`src/hdl/mom_pkg.sv`:
```
// package for the multichannel oscillation meter
// request structs, result struct, sequencer states and constants; no dependencies
package mom_pkg;

  localparam int unsigned MaxChannels = 16;
  localparam int unsigned ChBits      = 4;
  localparam int unsigned SampleBits  = 16;
  localparam int unsigned TimeBits    = 48;
  localparam int unsigned FreqBits    = 36;
  localparam int unsigned PhaseBits   = 16;
  localparam int unsigned CntBits     = 5;
  localparam int unsigned DivBits     = 36;

  localparam logic [15:0] FullTurn = 16'd46080;
  localparam logic [15:0] HalfTurn = 16'd23040;
  localparam logic [35:0] FreqNum  = 36'd65536000000;

  localparam logic [1:0] RegChannelCount = 2'd0;
  localparam logic [1:0] RegFreqEnable   = 2'd1;
  localparam logic [1:0] RegPhaseEnable  = 2'd2;

  typedef struct packed {
    logic [ChBits-1:0]            channel;
    logic signed [SampleBits-1:0] sample_value;
    logic [TimeBits-1:0]          timestamp;
  } in_t;

  typedef struct packed {
    logic                        result_kind;
    logic [ChBits-1:0]           source_channel;
    logic [ChBits-1:0]           other_channel;
    logic [FreqBits-1:0]         frequency_q16;
    logic [PhaseBits-1:0]        phase_full;
    logic signed [PhaseBits-1:0] phase_wrapped;
    logic                        last_of_run;
  } out_t;

  typedef enum logic [3:0] {
    StIdle,
    StRead,
    StCheck,
    StNextJ,
    StMod,
    StRatio,
    StRatioEnd,
    StPhaseOut,
    StFreq,
    StFreqOut,
    StWait
  } state_e;

endpackage

```
`src/hdl/multichannel_oscillation_meter.sv`:
```
// multichannel oscillation meter: one request is a timestamped sample for one channel; a peak
// yields phase results to higher channels and a frequency result, each when enabled. one bit-serial
// remainder unit (shift, compare, subtract per cycle) does all modulo, ratio and divide work.
// requests are refused until the last result has been taken.
// depends on mom_pkg
module multichannel_oscillation_meter (
  input  logic            clk_i,
  input  logic            rst_ni,
  input  logic            cfg_we_i,
  input  logic [1:0]      cfg_index_i,
  input  logic [4:0]      cfg_data_i,
  input  logic            in_valid_i,
  output logic            in_ready_o,
  input  mom_pkg::in_t    in_data_i,
  output logic            out_valid_o,
  input  logic            out_ready_i,
  output mom_pkg::out_t   out_data_o
);

  localparam int unsigned TB = mom_pkg::TimeBits;

  logic [mom_pkg::CntBits-1:0] count_q;
  logic freq_en_q, phase_en_q;

  logic signed [mom_pkg::SampleBits-1:0] older_q [mom_pkg::MaxChannels];
  logic signed [mom_pkg::SampleBits-1:0] prev_q  [mom_pkg::MaxChannels];
  logic [TB-1:0] peak_q [mom_pkg::MaxChannels];

  mom_pkg::state_e state_q, state_d;
  mom_pkg::in_t    req_q;
  logic [mom_pkg::CntBits-1:0] eff_cnt;
  logic [mom_pkg::ChBits-1:0]  j_q;
  logic [TB-1:0]  period_q, q_q, rem_q;
  logic [TB-1:0]  pj;
  logic [5:0]     bit_q;
  logic [mom_pkg::FreqBits-1:0] acc_q;
  logic           peak_q_f;
  mom_pkg::out_t  res_q;
  logic           out_v_q;
  logic           last_run_q;

  // remainder step: 2*rem mod p
  logic [TB:0] dbl;
  logic [TB:0] pmq;
  logic        j_more;

  always_comb begin
    eff_cnt = count_q;
    if (count_q == '0) eff_cnt = 5'd1;
    if (count_q > 5'(mom_pkg::MaxChannels)) eff_cnt = 5'(mom_pkg::MaxChannels);
  end

  assign pj     = req_q.timestamp - peak_q[j_q];
  assign dbl    = {rem_q, 1'b0};
  assign pmq    = {1'b0, period_q};
  assign j_more = ({1'b0, j_q} + 5'd1) < eff_cnt && j_q != 4'(mom_pkg::MaxChannels - 1);
  assign in_ready_o  = (state_q == mom_pkg::StIdle);
  assign out_valid_o = out_v_q;
  assign out_data_o  = res_q;

  always_comb begin
    state_d = state_q;
    unique case (state_q)
      mom_pkg::StIdle:     if (in_valid_i) state_d = mom_pkg::StRead;
      mom_pkg::StRead:     state_d = mom_pkg::StCheck;
      mom_pkg::StCheck: begin
        if (!peak_q_f) state_d = mom_pkg::StIdle;
        else if (phase_en_q && period_q != '0 && j_more) state_d = mom_pkg::StNextJ;
        else if (freq_en_q) state_d = mom_pkg::StFreq;
        else state_d = mom_pkg::StIdle;
      end
      mom_pkg::StNextJ:    state_d = mom_pkg::StMod;
      mom_pkg::StMod:      if (bit_q == '0) state_d = mom_pkg::StRatio;
      mom_pkg::StRatio:    if (bit_q == '0) state_d = mom_pkg::StRatioEnd;
      mom_pkg::StRatioEnd: state_d = mom_pkg::StPhaseOut;
      mom_pkg::StPhaseOut: state_d = mom_pkg::StWait;
      mom_pkg::StFreq:     if (bit_q == '0) state_d = mom_pkg::StFreqOut;
      mom_pkg::StFreqOut:  state_d = mom_pkg::StWait;
      mom_pkg::StWait: begin
        if (out_v_q && out_ready_i) begin
          if (last_run_q) state_d = mom_pkg::StIdle;
          else if (j_more) state_d = mom_pkg::StNextJ;
          else state_d = mom_pkg::StFreq;
        end
      end
      default:             state_d = mom_pkg::StIdle;
    endcase
  end

  always_ff @(posedge clk_i or negedge rst_ni) begin
    if (!rst_ni) begin
      state_q   <= mom_pkg::StIdle;
      count_q   <= 5'd16;
      freq_en_q <= 1'b0;
      phase_en_q <= 1'b0;
      out_v_q   <= 1'b0;
      for (int c = 0; c < mom_pkg::MaxChannels; c++) begin
        older_q[c] <= '0;
        prev_q[c]  <= '0;
        peak_q[c]  <= '0;
      end
    end else begin
      state_q <= state_d;
      if (cfg_we_i) begin
        unique case (cfg_index_i)
          mom_pkg::RegChannelCount: count_q <= cfg_data_i;
          mom_pkg::RegFreqEnable:   freq_en_q <= cfg_data_i[0];
          mom_pkg::RegPhaseEnable:  phase_en_q <= cfg_data_i[0];
          default: ;
        endcase
      end
      if (out_v_q && out_ready_i) out_v_q <= 1'b0;
      unique case (state_q)
        mom_pkg::StIdle: if (in_valid_i) req_q <= in_data_i;
        mom_pkg::StRead: begin
          if ({1'b0, req_q.channel} < eff_cnt) begin
            older_q[req_q.channel] <= prev_q[req_q.channel];
            prev_q[req_q.channel]  <= req_q.sample_value;
          end
          peak_q_f <= ({1'b0, req_q.channel} < eff_cnt)
                      && (freq_en_q || phase_en_q)
                      && older_q[req_q.channel] < prev_q[req_q.channel]
                      && prev_q[req_q.channel] > req_q.sample_value;
          period_q <= req_q.timestamp - peak_q[req_q.channel];
          j_q      <= req_q.channel;
        end
        mom_pkg::StCheck: begin
          if (peak_q_f) begin
            if (phase_en_q && period_q != '0 && j_more) begin
              j_q <= j_q + 4'd1;
            end else if (freq_en_q) begin
              rem_q <= '0; acc_q <= '0; bit_q <= 6'd35;
            end else begin
              peak_q[req_q.channel] <= req_q.timestamp;
            end
          end
        end
        mom_pkg::StNextJ: begin
          q_q <= pj; rem_q <= '0; bit_q <= 6'(TB - 1);
        end
        mom_pkg::StMod: begin
          // rem = (2*rem + bit) mod p, restoring
          logic [TB:0] t;
          logic [TB-1:0] r;
          t = dbl | (TB+1)'(q_q[bit_q]);
          r = (t >= pmq) ? TB'(t - pmq) : TB'(t);
          if (bit_q == '0) begin
            q_q   <= period_q - r;
            bit_q <= 6'd15;
            acc_q <= '0;
            rem_q <= '0;
          end else begin
            rem_q <= r;
            bit_q <= bit_q - 6'd1;
          end
        end
        mom_pkg::StRatio: begin
          logic [TB-1:0] r1;
          logic [mom_pkg::FreqBits-1:0] a1;
          a1 = {acc_q[mom_pkg::FreqBits-2:0], 1'b0};
          if ({1'b0, rem_q} >= pmq - {1'b0, rem_q}) begin
            r1 = rem_q - (period_q - rem_q); a1 = a1 + 1'b1;
          end else r1 = rem_q + rem_q;
          if (mom_pkg::FullTurn[bit_q[3:0]]) begin
            if (q_q >= period_q) a1 = a1 + 1'b1;
            else if (r1 >= period_q - q_q) begin
              r1 = r1 - (period_q - q_q); a1 = a1 + 1'b1;
            end else r1 = r1 + q_q;
          end
          rem_q <= r1; acc_q <= a1;
          bit_q <= bit_q - 6'd1;
        end
        mom_pkg::StRatioEnd: begin
          if ({1'b0, rem_q} >= pmq - {1'b0, rem_q}) acc_q <= acc_q + 1'b1;
        end
        mom_pkg::StPhaseOut: begin
          logic [15:0] f;
          f = acc_q[15:0];
          res_q.result_kind    <= 1'b0;
          res_q.source_channel <= req_q.channel;
          res_q.other_channel  <= j_q;
          res_q.frequency_q16  <= '0;
          res_q.phase_full     <= f;
          res_q.phase_wrapped  <= (f >= mom_pkg::HalfTurn) ? f - mom_pkg::FullTurn : f;
          res_q.last_of_run    <= !j_more && !freq_en_q;
          last_run_q <= !j_more && !freq_en_q;
          out_v_q <= 1'b1;
        end
        mom_pkg::StFreq: begin
          logic [TB:0] t;
          t = dbl | (TB+1)'(mom_pkg::FreqNum[bit_q]);
          if (t >= pmq) begin
            rem_q <= TB'(t - pmq);
            acc_q <= {acc_q[mom_pkg::FreqBits-2:0], 1'b1};
          end else begin
            rem_q <= TB'(t);
            acc_q <= {acc_q[mom_pkg::FreqBits-2:0], 1'b0};
          end
          bit_q <= bit_q - 6'd1;
        end
        mom_pkg::StFreqOut: begin
          res_q.result_kind    <= 1'b1;
          res_q.source_channel <= req_q.channel;
          res_q.other_channel  <= '0;
          res_q.frequency_q16  <= (period_q == '0) ? '0 :
              (({1'b0, rem_q} >= pmq - {1'b0, rem_q}) ? acc_q + 1'b1 : acc_q);
          res_q.phase_full     <= '0;
          res_q.phase_wrapped  <= '0;
          res_q.last_of_run    <= 1'b1;
          last_run_q <= 1'b1;
          out_v_q <= 1'b1;
        end
        mom_pkg::StWait: begin
          if (out_v_q && out_ready_i) begin
            if (last_run_q) begin
              peak_q[req_q.channel] <= req_q.timestamp;
            end else if (j_more) begin
              j_q <= j_q + 4'd1;
            end else begin
              rem_q <= '0; acc_q <= '0; bit_q <= 6'd35;
            end
          end
        end
        default: ;
      endcase
    end
  end

endmodule
```
`config.mk`:
```
export PLATFORM = sky130hd
export DESIGN_NAME = multichannel_oscillation_meter
export DESIGN_NICKNAME = d
export VERILOG_FILES = /design/src/hdl/mom_pkg.sv /design/src/hdl/multichannel_oscillation_meter.sv
export SDC_FILE = /design/constraint.sdc
export NUM_CORES = 2
export LEC_CHECK = 0
export BUFFER_PORTS_ARGS = -buffer_cell sky130_fd_sc_hd__buf_2
export CAP_MARGIN = 20
export CORE_MARGIN = 2
export CORE_UTILIZATION = 48
export DETAILED_ROUTE_END_ITERATION = 12
export PLACE_DENSITY = 0.66
export SLEW_MARGIN = 15
export SYNTH_ARGS = -nofsm -noshare
export SYNTH_HDL_FRONTEND = slang
export SYNTH_SLANG_ARGS = --single-unit
```
`constraint.sdc`:
```
create_clock -name clk_i -period 7.5 [get_ports clk_i]
set_input_delay 0.75 -clock clk_i [delete_from_list [all_inputs] [get_ports clk_i]]
set_output_delay 0.75 -clock clk_i [all_outputs]
set_load 0.01 [all_outputs]
```
==> summary.md <==
| Metric | Value |
|---|---|
| Largest net degree at the start of global routing | 161 |
| Post-synth EDFFs | 328 |
| Post-synth ARST share | 79.7% |
| Post-synthesis cell area | 104,000 sq um |
| Max-Cap Viols | 0 |
| Iter 0 DRT Violations | between 8,000 and 9,000 |
| Critical path type | flop to flop |
| Final Instance Area | 124,000 sq um |
| VDD IR-drop max | 0.315 mV |
| Initial antenna violation count | 10 |
| Initial Utilization | 48.2% |
| Leakage | 0.0541 uW |
| Flops & latches, synth | around 1,600 |
| Worst R2R Start | period_q[20] |
| CTS clk-pin slew, worst paths | 60 ps |
| Routed vias/inst | 6.26 |
| Vias | 84,100 |
| Drt drc | 0 |
| Critical Path AT | between 8000 and 9000 ps |
| Ports | 160 |
| Final Hold Fails | 0 |
| Failing checks | setup timing |
| DPL Wire Length | 259 mm |
| CP max-delay cell | edfxtp_1 |
| Synth Net Count | 10,100 |
| Drt wl/cell | 27.1 um |
| Fmax | 125 MHz |
| RSZ-0062 raised after global routing | yes |
| CP Launch Point | period_q[20] |
| Vias in the first global route | 83,700 |
| GRT Util Overall | about 32% |
| Tcrit/Tclk final | 107% |
| Met2 WL | ~160 mm |
| Final cell count without fillers | 13,400 |
| Skew final | around 100 ps |
| Root Buffer | clkbuf_16 |
| Top post-synthesis cells by area | dfrtp_1 31%, mux4_2 14%, edfxtp_1 9.4% |
| Post-Route WL | 363 mm |
| Max-slew headroom | roughly a fifth |
| Post-route minimum period | ~8000 ps |
| HP Class | input port to flop |
| 1st-pass router iterations | 6 |
| Register area share after synthesis | between 40% and 50% |
| Worst setup SP type | flop |
| TritonCTS Buffers | around 170 |
| Top Layer Used | met5 |
| Post-synth top area cell | dfrtp_1 |
| Worst Tran Pin Value | 1220 ps |
| Yosys top cell area share | 30.9% |
| Crit path top cell by count | o21ai_4 |
| Avg Inst Size Synth | 10.9 sq um |
| CTS Sinks | about 1,600 |
| Primary FF master, synth | dfrtp_1 |
| Post-synthesis instance total | 9,558 |
| CP endpoint kind | flop |
| Cell Pwr Density | ~500 nW/um^2 |
| Met3 routed WL | 29.1 mm |
| Grt ovf | 0 |
| Met1 Wirelength | 154 mm |
| ANT nets after route | 0 |
| Critical-path maximum fanout | 8 |
| Pins Over Slew Limit | 0 |
| CTS tree | done |
| Clock Path Buffers | 3 |
| GP Congestion | 1.00 |
| Crit path to | acc_q[15] |
| First-pass GRT wire length | between 500 and 600 mm |
| Fillers | 18,000 |
| R2R depth | 36 |
| Layout Utilization | 57.2% |
| Dpl cell area | approximately 110,000 sq um |
| Area Overhead vs Synth | 18.6% |
| Final setup viols | 84 |
| Share of layout cells above drive strength 1 | 32.2% |
| Core area | 217,000 sq um |
| Post-placement cell count | between 10,000 and 15,000 |
| Final Worst Setup Slack | -525 ps |
| R2r setup slk | -520 ps |
| Status | finished, violations left |
| Die Width | 470 um |
| Yosys cell types | 100 |
| Net count, final | 11,000 |
| Required time worst endpoint | approximately 8200 ps |
| RR Endpoint | acc_q[15] |
| Synth warnings | 0 |
| Port Buf Inserts | 159 |
| H-tree level count | 4 |
| CP max stage delay | about 410 ps |
| Die height | between 400 and 500 um |
| # rows | ~170 |
| Clock Latency Late Sink | 900 ps |
| Die ar. | 221,000 sq um |
[through the flow]
stage	power [uW]	hold WS [ps]	setup TNS [ps]	worst slack, ps
floorplan	33800	421	0	22.3
global placement	48700	456	-88690	-1230
detailed placement	49200	465	-100730	-1380
CTS	59600	3.57	-37910	-594
global route	65300	28.2	-48430	-700
finish	61900	55.6	-32100	-525
[where the power goes]
group	switching, uW	total [uW]	internal [uW]	leakage, uW
clock network	3900	9020	5130	0.00297
registers	1840	13500	11600	0.0204
logic	21400	39400	17900	0.0307
total	27200	61900	34700	0.0541
[worst max-delay path: cells and delay by family, from the launching register on]
kind,cells,cell delay [ps]
AND/OR/NAND/NOR,7,1610
buffers and inverters,7,1170
flip-flops,1,410
multiplexers,1,150
adder cells (fa/ha/maj),3,930
AO/OA/AOI/OAI,18,3550
[kinds of logic after synthesis]
group,share of synthesized area (%)
xor gates and xnor gates,3.99
muxes,22.9
DFF,40.4
AOI/OAI and AO/OA,13.5
adders and majority gates,5.91
buffers and inverters,3.95
and+or+nand+nor,9.31
[cell type report]
cell class / instances / area (sq um) / area share [%]
clock buffer: 245 / 5030 / 4.06
multi-input combinational: 6912 / 60000 / 48.4
timing repair buffer: 1338 / 10600 / 8.58
sequential: 1622 / 42200 / 34.1
tap: 2854 / 3570 / 2.88
antenna: 4 / 10.0 / 0.00808
clock inverter: 75 / 1030 / 0.833
inverter: 379 / 1430 / 1.15
[repair_timing]
action | CTS | global route
pin swaps | 82 | 159
hold buffers | 28 | 0
cloned | 0 | 6
setup buffers | 40 | 35
hold endpoints to repair | 101 | 0
gates resized for setup | 229 | 214
setup endpoints to repair | 84 | 91
[Yosys cell counts (52+ instances only)]
cell         n
nor3_1      84
clkbuf_1   406
nor2b_1     71
buf_2      184
nand2b_1    79
nand4_1    107
nand2_1    974
xor2_1     201
mux4_2     655
a21oi_1    591
nor2_1     432
and3_1      55
mux2_2     791
nand3_1    111
a21o_1     230
edfxtp_1   328
o211ai_1    70
dfrtp_1   1291
o21ai_0    911
nor4_1      52
o21a_1      68
ha_1       477
inv_1      378
xnor2_1    275
[registers in the layout, indices dropped and copies added, names as in the netlist, 4 cells and up, named ones only]
name        count
j_q             4
prev_q        256
state_q         4
out_data_o     68
req_q          68
older_q       256
rem_q          48
period_q       48
bit_q           6
acc_q          36
count_q         5
q_q            48
peak_q        768
[placed cells by master (no fill, tap or decap), types with 100 or more instances in the layout]
cell       count
nand2_1      946
a21oi_1      561
a21o_1       228
xnor2_1      270
nand4_1      107
clkbuf_16    182
o21ai_0      832
mux2_2       790
inv_1        370
mux4_2       655
dfrtp_1     1291
xor2_1       201
nand3_1      100
ha_1         448
buf_2        158
buf_4       1062
nor2_1       409
edfxtp_1     328
[worst min path at each step]
stage                     cells after the start     startpoint             end  slack (ps)
after floorplan                               0      req_q[64]  out_data_o[73]         420
after global placement                        2   older_q[247]    older_q[247]         460
after detailed placement                      2   older_q[221]    older_q[221]         470
after CTS                                     1  in_data_i[28]       req_q[28]           4
after global routing                          1  in_data_i[62]       req_q[62]          30
final                                         1  in_data_i[62]       req_q[62]          60
[per-layer routing]
layer  vias to the layer above  track usage, %
li1                      37200               -
met3                       728            5.72
met2                      3548            50.0
met4                         6            12.6
met5                         -               0
met1                     42600            45.4
Power figures use the tool's default switching activity.
